### config.mk
export PLATFORM = sky130hd
export DESIGN_NAME = cse_ctrl
export DESIGN_NICKNAME = d
export VERILOG_FILES = /design/src/rtl/cse_pkg.sv /design/src/rtl/cse_ctrl.sv
export SDC_FILE = /design/constraint.sdc
export NUM_CORES = 1
export LEC_CHECK = 0
export BUFFER_PORTS_ARGS = -buffer_cell sky130_fd_sc_hd__clkbuf_2
export CAP_MARGIN = 25
export CELL_PAD_IN_SITES_DETAIL_PLACEMENT = 1
export CELL_PAD_IN_SITES_GLOBAL_PLACEMENT = 2
export CORE_MARGIN = 4
export CORE_UTILIZATION = 21
export DETAILED_ROUTE_END_ITERATION = 6
export PLACE_DENSITY_LB_ADDON = 0.15
export SYNTH_ARGS = -nofsm -noshare
export SYNTH_HDL_FRONTEND = slang
export SYNTH_SLANG_ARGS = --single-unit
export TNS_END_PERCENT = 1
### constraint.sdc
create_clock -name i_clk -period 2.02 [get_ports i_clk]
set_input_delay 0.404 -clock i_clk [delete_from_list [all_inputs] [get_ports i_clk]]
set_output_delay 0.404 -clock i_clk [all_outputs]
set_load 0.02 [all_outputs]
### src/rtl/cse_pkg.sv
package cse_pkg;

    // Key and count widths.
    localparam int KEY_W     = 10;
    localparam int KEY_RANGE = 1 << KEY_W;
    localparam int MAX_ITEMS = 4096;
    localparam int CNT_W     = $clog2(MAX_ITEMS + 1);

    // Request type codes.
    localparam logic REQ_LOAD = 1'b0;
    localparam logic REQ_READ = 1'b1;

    // Input request payload.
    typedef struct packed {
        logic             req_type;
        logic [KEY_W-1:0] key;
    } t_req;

    // Result payload.
    typedef struct packed {
        logic [KEY_W-1:0] key_out;
        logic             valid_res;
        logic             last;
        logic             dropped;
    } t_res;

    // Commands from the controller to the datapath.
    typedef struct packed {
        logic clr_wr;      // write zero at the sweep pointer and advance it
        logic acc_load;    // request accepted as a load: read the count of its key
        logic acc_read;    // request accepted as a read: read at the scan floor
        logic scan_step;   // read the next key of the scan
        logic load_wr;     // store count plus one and answer the load
        logic take_wr;     // store count minus one and answer the read with the key
        logic resp_drop;   // answer a refused load
        logic resp_empty;  // answer a read on an empty store
    } t_cmd;

    // Status from the datapath to the controller.
    typedef struct packed {
        logic clear_done;
        logic empty;
        logic full;
        logic found;
        logic out_free;
    } t_stat;

endpackage

### src/rtl/cse_ctrl.sv
module cse_ctrl
    import cse_pkg::*;
(
    input  logic  i_clk,
    input  logic  i_rst_n,
    input  logic  i_in_valid,
    input  logic  i_req_type,
    input  t_stat i_stat,
    output logic  o_in_ready,
    output t_cmd  o_cmd
);

    localparam logic [2:0] S_CLEAR = 3'd0;
    localparam logic [2:0] S_IDLE  = 3'd1;
    localparam logic [2:0] S_LOAD  = 3'd2;
    localparam logic [2:0] S_SCAN  = 3'd3;
    localparam logic [2:0] S_DROP  = 3'd4;
    localparam logic [2:0] S_EMPTY = 3'd5;

    logic [2:0] r_state;
    logic [2:0] n_state;

    // A request is taken only while idle.
    assign o_in_ready = (r_state == S_IDLE);

    // Next state and commands.
    always_comb begin
        n_state = r_state;
        o_cmd   = '0;
        unique case (r_state)
            S_CLEAR: begin
                o_cmd.clr_wr = 1'b1;
                if (i_stat.clear_done) begin
                    n_state = S_IDLE;
                end
            end
            S_IDLE: begin
                if (i_in_valid) begin
                    if (i_req_type == REQ_LOAD) begin
                        if (i_stat.full) begin
                            n_state = S_DROP;
                        end else begin
                            o_cmd.acc_load = 1'b1;
                            n_state        = S_LOAD;
                        end
                    end else begin
                        if (i_stat.empty) begin
                            n_state = S_EMPTY;
                        end else begin
                            o_cmd.acc_read = 1'b1;
                            n_state        = S_SCAN;
                        end
                    end
                end
            end
            S_LOAD: begin
                if (i_stat.out_free) begin
                    o_cmd.load_wr = 1'b1;
                    n_state       = S_IDLE;
                end
            end
            S_SCAN: begin
                if (i_stat.found) begin
                    if (i_stat.out_free) begin
                        o_cmd.take_wr = 1'b1;
                        n_state       = S_IDLE;
                    end
                end else begin
                    o_cmd.scan_step = 1'b1;
                end
            end
            S_DROP: begin
                if (i_stat.out_free) begin
                    o_cmd.resp_drop = 1'b1;
                    n_state         = S_IDLE;
                end
            end
            S_EMPTY: begin
                if (i_stat.out_free) begin
                    o_cmd.resp_empty = 1'b1;
                    n_state          = S_IDLE;
                end
            end
            default: begin
                n_state = S_CLEAR;
            end
        endcase
    end

    // State register.
    always_ff @(posedge i_clk) begin
        if (!i_rst_n) begin
            r_state <= S_CLEAR;
        end else begin
            r_state <= n_state;
        end
    end

endmodule

======== Word level (Yosys, flattened, before mapping) ========
Index checks and enable logic that the tools add are counted.
operators by class
  equal/unequal tests ..................... 8
  reduce and logical (&&, ||, !) cells .... 3
  multiplexer cells ....................... 23
operator list
  operator                                              count
  two-way mux 3 bit                                     7
  two-way mux 1 bit                                     13
  one-hot mux 3 bit (4 select lines)                    1
  equality test 3 x 2 -> 1 bit (second input constant)  2
  equality test 3 bit (second input constant)           2
  inequality test 2 bit (second input constant)         3
  two-way mux 2 bit                                     2
  equality test 3 x 1 -> 1 bit (second input constant)  1
  zero test 3 bit                                       1
  AND reduction 3 bit                                   1
  OR reduction 3 bit                                    1
storage, ports and cells
  flip-flop bits (word level) ............. 3
  input bits .............................. 9

======== Depth between registers and ports, before layout ========
Gate-level depths: netlist (run 1).
  depth after elaboration ................. 4
  depth in mapped cells ................... 4
  depth with buffers taken out ............ 4

======== Worst setup path before layout (run 1) ========
OpenSTA, ideal clock, no wires.
  path kind ............................... register to output
  start point ............................. reg r_state[2]
  end point ............................... out o_cmd[5] (netlist bit)
  path buffers ............................ 1
  required time ........................... 1.616 ns
  cell stages (with the launch flop) ...... 4
  slack ................................... 0.412 ns
  arrival ................................. 1.204 ns
  cells stage by stage .................... dfxtp_1 > buf_6 > nand4bb_4 > nor3b_1
RTL lines
  item                      line            source
  start: declaration        cse_ctrl.sv:20  logic [2:0] r_state;
  start signal: assignment  cse_ctrl.sv:95  r_state <= n_state;
  end: declaration          cse_ctrl.sv:10  output t_cmd o_cmd

==> results of run 1 <==
## layer usage
metal,up-vias,global-route usage,routed length [µm]
met5,-,0,0
met4,0,0.01657,0
met3,0,0.04598,54
met2,12,0.1463,429
met1,158,0.1306,454
li1,172,-,-
## per-stage QoR
stage,utilization,cell area (µm²),power [µW],instances,setup WS (ps)
2_1_floorplan,-,320.3,146.6,37,412.2
3_3_place_gp,0.2940,401.6,169.5,67,469.5
3_5_place_dp,0.2940,401.6,170.4,67,368.4
4_1_cts,0.3132,427.9,280.6,71,229.1
5_1_grt,0.3132,427.9,296.9,71,175.6
6_report,0.3132,427.9,273.1,71,247.5
## power by group through the flow
stage,Clock (µW),Sequential (µW),Combinational (µW)
finish,105,82.7,85.6
global route,118,84.5,94.3
CTS,110,82.9,87.4
detailed placement,0,83.5,86.9
global placement,0,83.1,86.4
floorplan,0,69.6,76.9
## worst register-to-register path, cell delays in order (launching register included)
cell      delay (ps)
dfxtp_1          480
ha_1             290
nor2b_1          170
or4b_1           480
a21boi_1         150
## cell families after synthesis
| kind of cell | count (synthesis) |
|---|---|
| adder cells (fa/ha/maj) | 1 |
| buffers and inverters | 2 |
| AND/OR/NAND/NOR | 24 |
| multiplexers | 3 |
| flip-flops | 3 |
| AO/OA/AOI/OAI | 4 |
## path summary, 6_finish.rpt
check | startpoint | end | slack (ps) | cells past startpoint
worst min register to register | r_state[1] | r_state[1] | 610 | 2
worst max register to register | r_state[2] | r_state[1] | 380 | 4
worst max-delay path | r_state[0] | o_cmd[5] | 250 | 3
worst min-delay path | i_rst_n | r_state[0] | 460 | 3
## cells in the final DEF (no fill, tap or decap), drive strengths merged
| cell | count |
|---|---|
| or4b | 2 |
| a21boi | 1 |
| nand4bb | 1 |
| and4bb | 1 |
| a32o | 1 |
| nand2 | 3 |
| a211oi | 1 |
| nor2b | 2 |
| ha | 1 |
| dfxtp | 3 |
| nand2b | 3 |
| nor4 | 1 |
| mux2i | 3 |
| nor3 | 2 |
| and2 | 1 |
| o21ai | 1 |
| clkbuf | 21 |
| nor2 | 5 |
| nor3b | 1 |
| nand3 | 2 |
## layout make-up
| type | count | area [µm²] | share of cell area |
|---|---|---|---|
| multi-input combinational | 32 | 237.7 | 0.5556 |
| timing repair buffer | 17 | 85.08 | 0.1988 |
| sequential | 3 | 60.06 | 0.1404 |
| clock buffer | 4 | 26.28 | 0.06140 |
| tap | 15 | 18.77 | 0.04386 |
==> impl_metrics.toml, run 1 <==
[outcome]
outcome = "finished clean"

[synthesis]
synth_top_area_cell = "dfxtp_1"
synth_xor_area_frac = 0
yosys.area_share.adder = 0.03906
muxShareOfSynthArea = 0.09375
syn_avg_cell_area_um2 = 8.657
synth_common_cells = "5 x nor2_1, 3 x dfxtp_1, 3 x mux2i_1, 3 x nand2_1, 3 x nand2b_1"
ys_ff_latch = 3
synth_top_area_frac = 0.1875
synth_cell_types = 20
yosysMostFrequentCell = "nor2_1"
syn_area_um2 = 320.3
synthSimpleGateAreaFrac = 0.5156
synth_area_leaders = "dfxtp_1 19%, mux2i_1 9.4%, nand4bb_4 8.6%"
synth_async_sr_flop_share = 0
synth_compound_area_frac = 0.09375
ys_seq_area_frac = 0.1875
synth_top_family_by_area = "simple AND/OR/NAND/NOR gates"
synth-main-ff-cell = "dfxtp_1"
synth_warnings = 0
synth_nets = 47
synth_cells = 37
synth-edff-count = 0

[clock_network]
holdBufCountCts = 0
postCtsSetupBuffers = 0
clock_path_buffers = 2
cts_buffers = 3
cts-root-buf = "clkbuf_4"
post_cts_resized = 0
cts_sinks = 3
clkTransAtPathRegs_ps = 40
clk_latency_ps = 230
cts_tree = "built"
htreeDepth = 1

[setup_path]
cp_top_family = "flip-flops"
crit_chain = "nand4bb_4 > nor3b_1 > clkbuf_2"
cp_num_buf_inv = 1
crit_arrival_ps = 1370
start_kind = "flip-flop"
critPathSlowestCell = "dfxtp_1"
path_class = "flip-flop to primary output"
critPathRequiredTime_ps = 1620
critPathCaptureType = "primary output"
worstPathMaxFanout = 10
cpPeakStageDelay_ps = 560

[final_layout]
drive_above_1_share = 0.3929
largest_reg_flops = 3
regMostFlops = "r_state"
reg_top3 = "r_state x3"
layout.nets = 67
diodes = 0
fillCellCount = 175
syn2layout_area_growth_pct = 33.59

[grt]
grt_max_degree = 11
grt-ovfl-total = 0
grt_pass1_vias = 357
groute.usage.overall = 0.09807
grt_pass1_wl_um = 1518
antenna_found_initial = 0

[floorplan]
die_area_um2 = 2214
start_util = 0.2344
num_io_pins = 18
die_h_um = 47.06
fp.dieW_um = 47.06
rows = 13
core_area_um2 = 1366

[hold_path]
hold_path_class = "primary input to flip-flop"

[drt]
wl_per_cell_um = 13.21
route.detailed.drc = 0
wl_um = 938
ant_nets = 0
drt_iter0_drc = 0
vias = 342
first_pass_iters = 1
viasPerCell = 4.817

[power]
ir_drop_v = 0.0002513
seqPwrFrac = 0.303
clockPowerShare = 0.384
internal-power_uw = 180.6
switching_share = 0.3388
switchingPower_uw = 92.54
combPwrFrac = 0.314
p_per_area_nw_per_um2 = 638.3
p_leak_uw = 0.0001869

[timing]
hold_viol_final = 0
slew_violations = 0
setup_violations = 0
final.setup_skew_ps = 0.4089
worst_slew_pin_slew_ps = 406.7
fin_tns_setup_ps = 0
fin_hold_ws_ps = 459.8
timing.final.crit_share = 0.8775
rsz0062_at_grt = "false"
max_slew_margin = 0.7285
fin_crit_ps = 1772
max_freq_mhz = 564.2

[placement]
port_buffers = 17
dpl.hpwl_um = 782.3
place.gp.congestion = 0.7116

[flow_run]
cap_violations = 0
Power figures use the tool's default switching activity.
==> run 2, diff against run 1 <==
--- a/config.mk
+++ b/config.mk
@@ -5,12 +5,13 @@
 export SDC_FILE = /design/constraint.sdc
 export NUM_CORES = 1
 export LEC_CHECK = 0
+export ABC_AREA = 1
 export BUFFER_PORTS_ARGS = -buffer_cell sky130_fd_sc_hd__clkbuf_2
 export CAP_MARGIN = 25
 export CELL_PAD_IN_SITES_DETAIL_PLACEMENT = 1
 export CELL_PAD_IN_SITES_GLOBAL_PLACEMENT = 2
 export CORE_MARGIN = 4
-export CORE_UTILIZATION = 21
+export CORE_UTILIZATION = 18
 export DETAILED_ROUTE_END_ITERATION = 6
 export PLACE_DENSITY_LB_ADDON = 0.15
 export SYNTH_ARGS = -nofsm -noshare
==> run 2 against run 1 <==
  * Via count is 23% higher
  * Largest cell class unchanged
  * Wire length is 6.0% higher
  * Clock power is 4% higher
  * Synthesized area is 0.78% higher
  * Power is 130% higher
  * Count of clock-buffer cells in the layout stayed put
  * Register-to-register slack better by 340 ps
  * Highest routed layer is now met4
  * Flip-flop and latch count stayed put
  * Combinational power grew to 4.5 times the previous value
  * Synthesized cell count is 57% higher
  * Maximum frequency is 5.0% higher
  * First-iteration DRC count is 9 higher
  * Largest power group is now combinational logic
==> impl_metrics.toml, run 2 <==
[outcome]
outcome = "finished clean"

[synthesis]
synth_top_area_frac = 0.1860
ys_seq_area_frac = 0.1860
synth_area_leaders = "dfxtp_1 19%, nor2_1 13%, nand2_1 12%"
syn_area_um2 = 322.8
synth_cell_types = 16
synth_async_sr_flop_share = 0
syn_avg_cell_area_um2 = 5.566
synth_nets = 68
synth_cells = 58
ys_ff_latch = 3
synth_warnings = 0
synth_top_area_cell = "dfxtp_1"
synth-main-ff-cell = "dfxtp_1"
synth-edff-count = 0
synth_common_cells = "11 x nor2_1, 10 x nand2_1, 8 x inv_1"
yosysMostFrequentCell = "nor2_1"

[setup_path]
r2r_cells = 7
crit_arrival_ps = 1280
worstPathMaxFanout = 8
r2r_start = "r_state[2]"
critPathSlowestCell = "dfxtp_1"
critPathCaptureType = "primary output"
cp_num_buf_inv = 2
critPathLaunch = "r_state[2]"
critPathRequiredTime_ps = 1620
start_kind = "flip-flop"
rr_endpoint = "r_state[1]"
cpPeakStageDelay_ps = 390
rrSetupSlack_ps = 720
cp.depth = 4
crit_chain = "inv_2 > nand3_2 > nor4_1 > clkbuf_2"
cp_top_family = "flip-flops"
endpoint = "o_cmd[6]"
path_class = "flip-flop to primary output"

[power]
switchingPower_uw = 343.2
ir_drop_v = 0.0002987
seqPwrFrac = 0.227
switching_share = 0.5386
internal-power_uw = 294.0
combPwrFrac = 0.602
p_leak_uw = 0.0002528
clockPowerShare = 0.170
p_per_area_nw_per_um2 = 1392

[drt]
wl_um = 994
first_pass_iters = 4
viasPerCell = 4.087
ant_nets = 0
wl_per_cell_um = 9.650
vias = 421
drt_iter0_drc = 9
route.detailed.drc = 0

[grt]
grt_pass1_wl_um = 1718
use_met3 = 0.03264
grt_max_degree = 9
use_met2 = 0.1348
grt-ovfl-total = 0
use_met1 = 0.1054
grt.busiest_layer = "met2"
grt_pass1_vias = 432
antenna_found_initial = 0
groute.usage.overall = 0.08878

[final_layout]
multi_input_area_um2 = 217.7
layout_common_cells = "17 x clkbuf_2, 11 x nor2_1, 10 x nand2_1"
drive_above_1_share = 0.3590
fillCellCount = 240
final_common_cell = "clkbuf_2"
layout.nets = 89
reg_top3 = "r_state x3"
diodes = 0
syn2layout_area_growth_pct = 41.86
final_util = 0.2681
layout.area.seq_um2 = 60.06
largest_reg_flops = 3
regMostFlops = "r_state"

[placement]
dpl.hpwl_um = 829.8
port_buffers = 17
place.gp.congestion = 0.6647

[timing]
fin_tns_setup_ps = 0
max_freq_mhz = 592.3
rsz0062_at_grt = "false"
final.setup_skew_ps = 2.431
worst_slew_pin_slew_ps = 297.4
setup_violations = 0
slew_violations = 0
max_slew_margin = 0.8014
fin_crit_ps = 1688
timing.final.crit_share = 0.8358
hold_viol_final = 0

[hold_path]
min-delay-start = "i_rst_n"
hold_path_class = "primary input to flip-flop"

[clock_network]
cts_tree = "built"
clk_latency_ps = 230
postCtsSetupBuffers = 0
cts_buffers = 3
htreeDepth = 1
cts-root-buf = "clkbuf_4"
holdBufCountCts = 0
clock_path_buffers = 2
clkTransAtPathRegs_ps = 40
cts_sinks = 3
post_cts_resized = 0

[floorplan]
start_util = 0.1890
die_area_um2 = 2535
num_io_pins = 18
rows = 15
core_area_um2 = 1708
fp.dieW_um = 50.35
die_h_um = 50.35

[flow_run]
cap_violations = 0
==> run 2: power groups by stage <==
stage	logic, µW	clock network [µW]	registers, µW
finish	384	109	145
floorplan	319	0	115
global placement	397	0	143
detailed placement	389	0	145
CTS	390	112	144
global route	444	123	151
==> run 2: metal layers <==
| metal | wire, µm | share of wire | up-vias |
|---|---|---|---|
| met5 | 0 | 0 | - |
| met4 | 8 | 0.0080 | 0 |
| met3 | 54 | 0.054 | 2 |
| met2 | 450 | 0.45 | 14 |
| met1 | 480 | 0.48 | 181 |
| li1 | - | - | 224 |
==> run 2: worst min path at each step <==
stage                  to  depth (start not counted)
2_1_floorplan  r_state[0]                          2
3_3_place_gp   r_state[1]                          2
3_5_place_dp   r_state[1]                          2
4_1_cts        r_state[2]                          3
5_1_grt        r_state[2]                          3
6_report       r_state[2]                          3
==> run 2: worst reg2reg max path, stage by stage, from the launching register on <==
cell and delay, ps:
dfxtp_1 480, ha_1 290, nand2_1 80, nand2_2 60, inv_1 90, nand3_1 80
nand2_1 70, nor2_1 40
==> run 2: area by class of cell <==
| type | count | area share |
|---|---|---|
| Clock buffer | 4 | 0.05738 |
| Multi-Input combinational cell | 44 | 0.4754 |
| Timing Repair Buffer | 17 | 0.1858 |
| Inverter | 10 | 0.08197 |
| Tap cell | 25 | 0.06831 |
| Sequential cell | 3 | 0.1311 |
==> run 2: cell families after synthesis <==
group / count (synthesis) / synth area share
AOI/OAI and AO/OA: 2 / 0.03098
adders and majority gates: 1 / 0.03875
buffers and inverters: 11 / 0.1396
DFF: 3 / 0.1861
and+or+nand+nor: 41 / 0.6047
==> run 2: through the flow <==
| step | total power (µW) | area, µm² | hold WS, ps | worst slack (ps) | instances |
|---|---|---|---|---|---|
| finish | 637.3 | 457.9 | 407.5 | 331.6 | 103 |
| global placement | 540.1 | 431.7 | 586.6 | 562.3 | 99 |
| global route | 718.1 | 457.9 | 426.6 | 207.5 | 103 |
| CTS | 645.5 | 457.9 | 402.8 | 317.2 | 103 |
| detailed placement | 533.6 | 431.7 | 588.6 | 569.1 | 99 |
| floorplan | 434.9 | 322.8 | 524.7 | 420.2 | 58 |
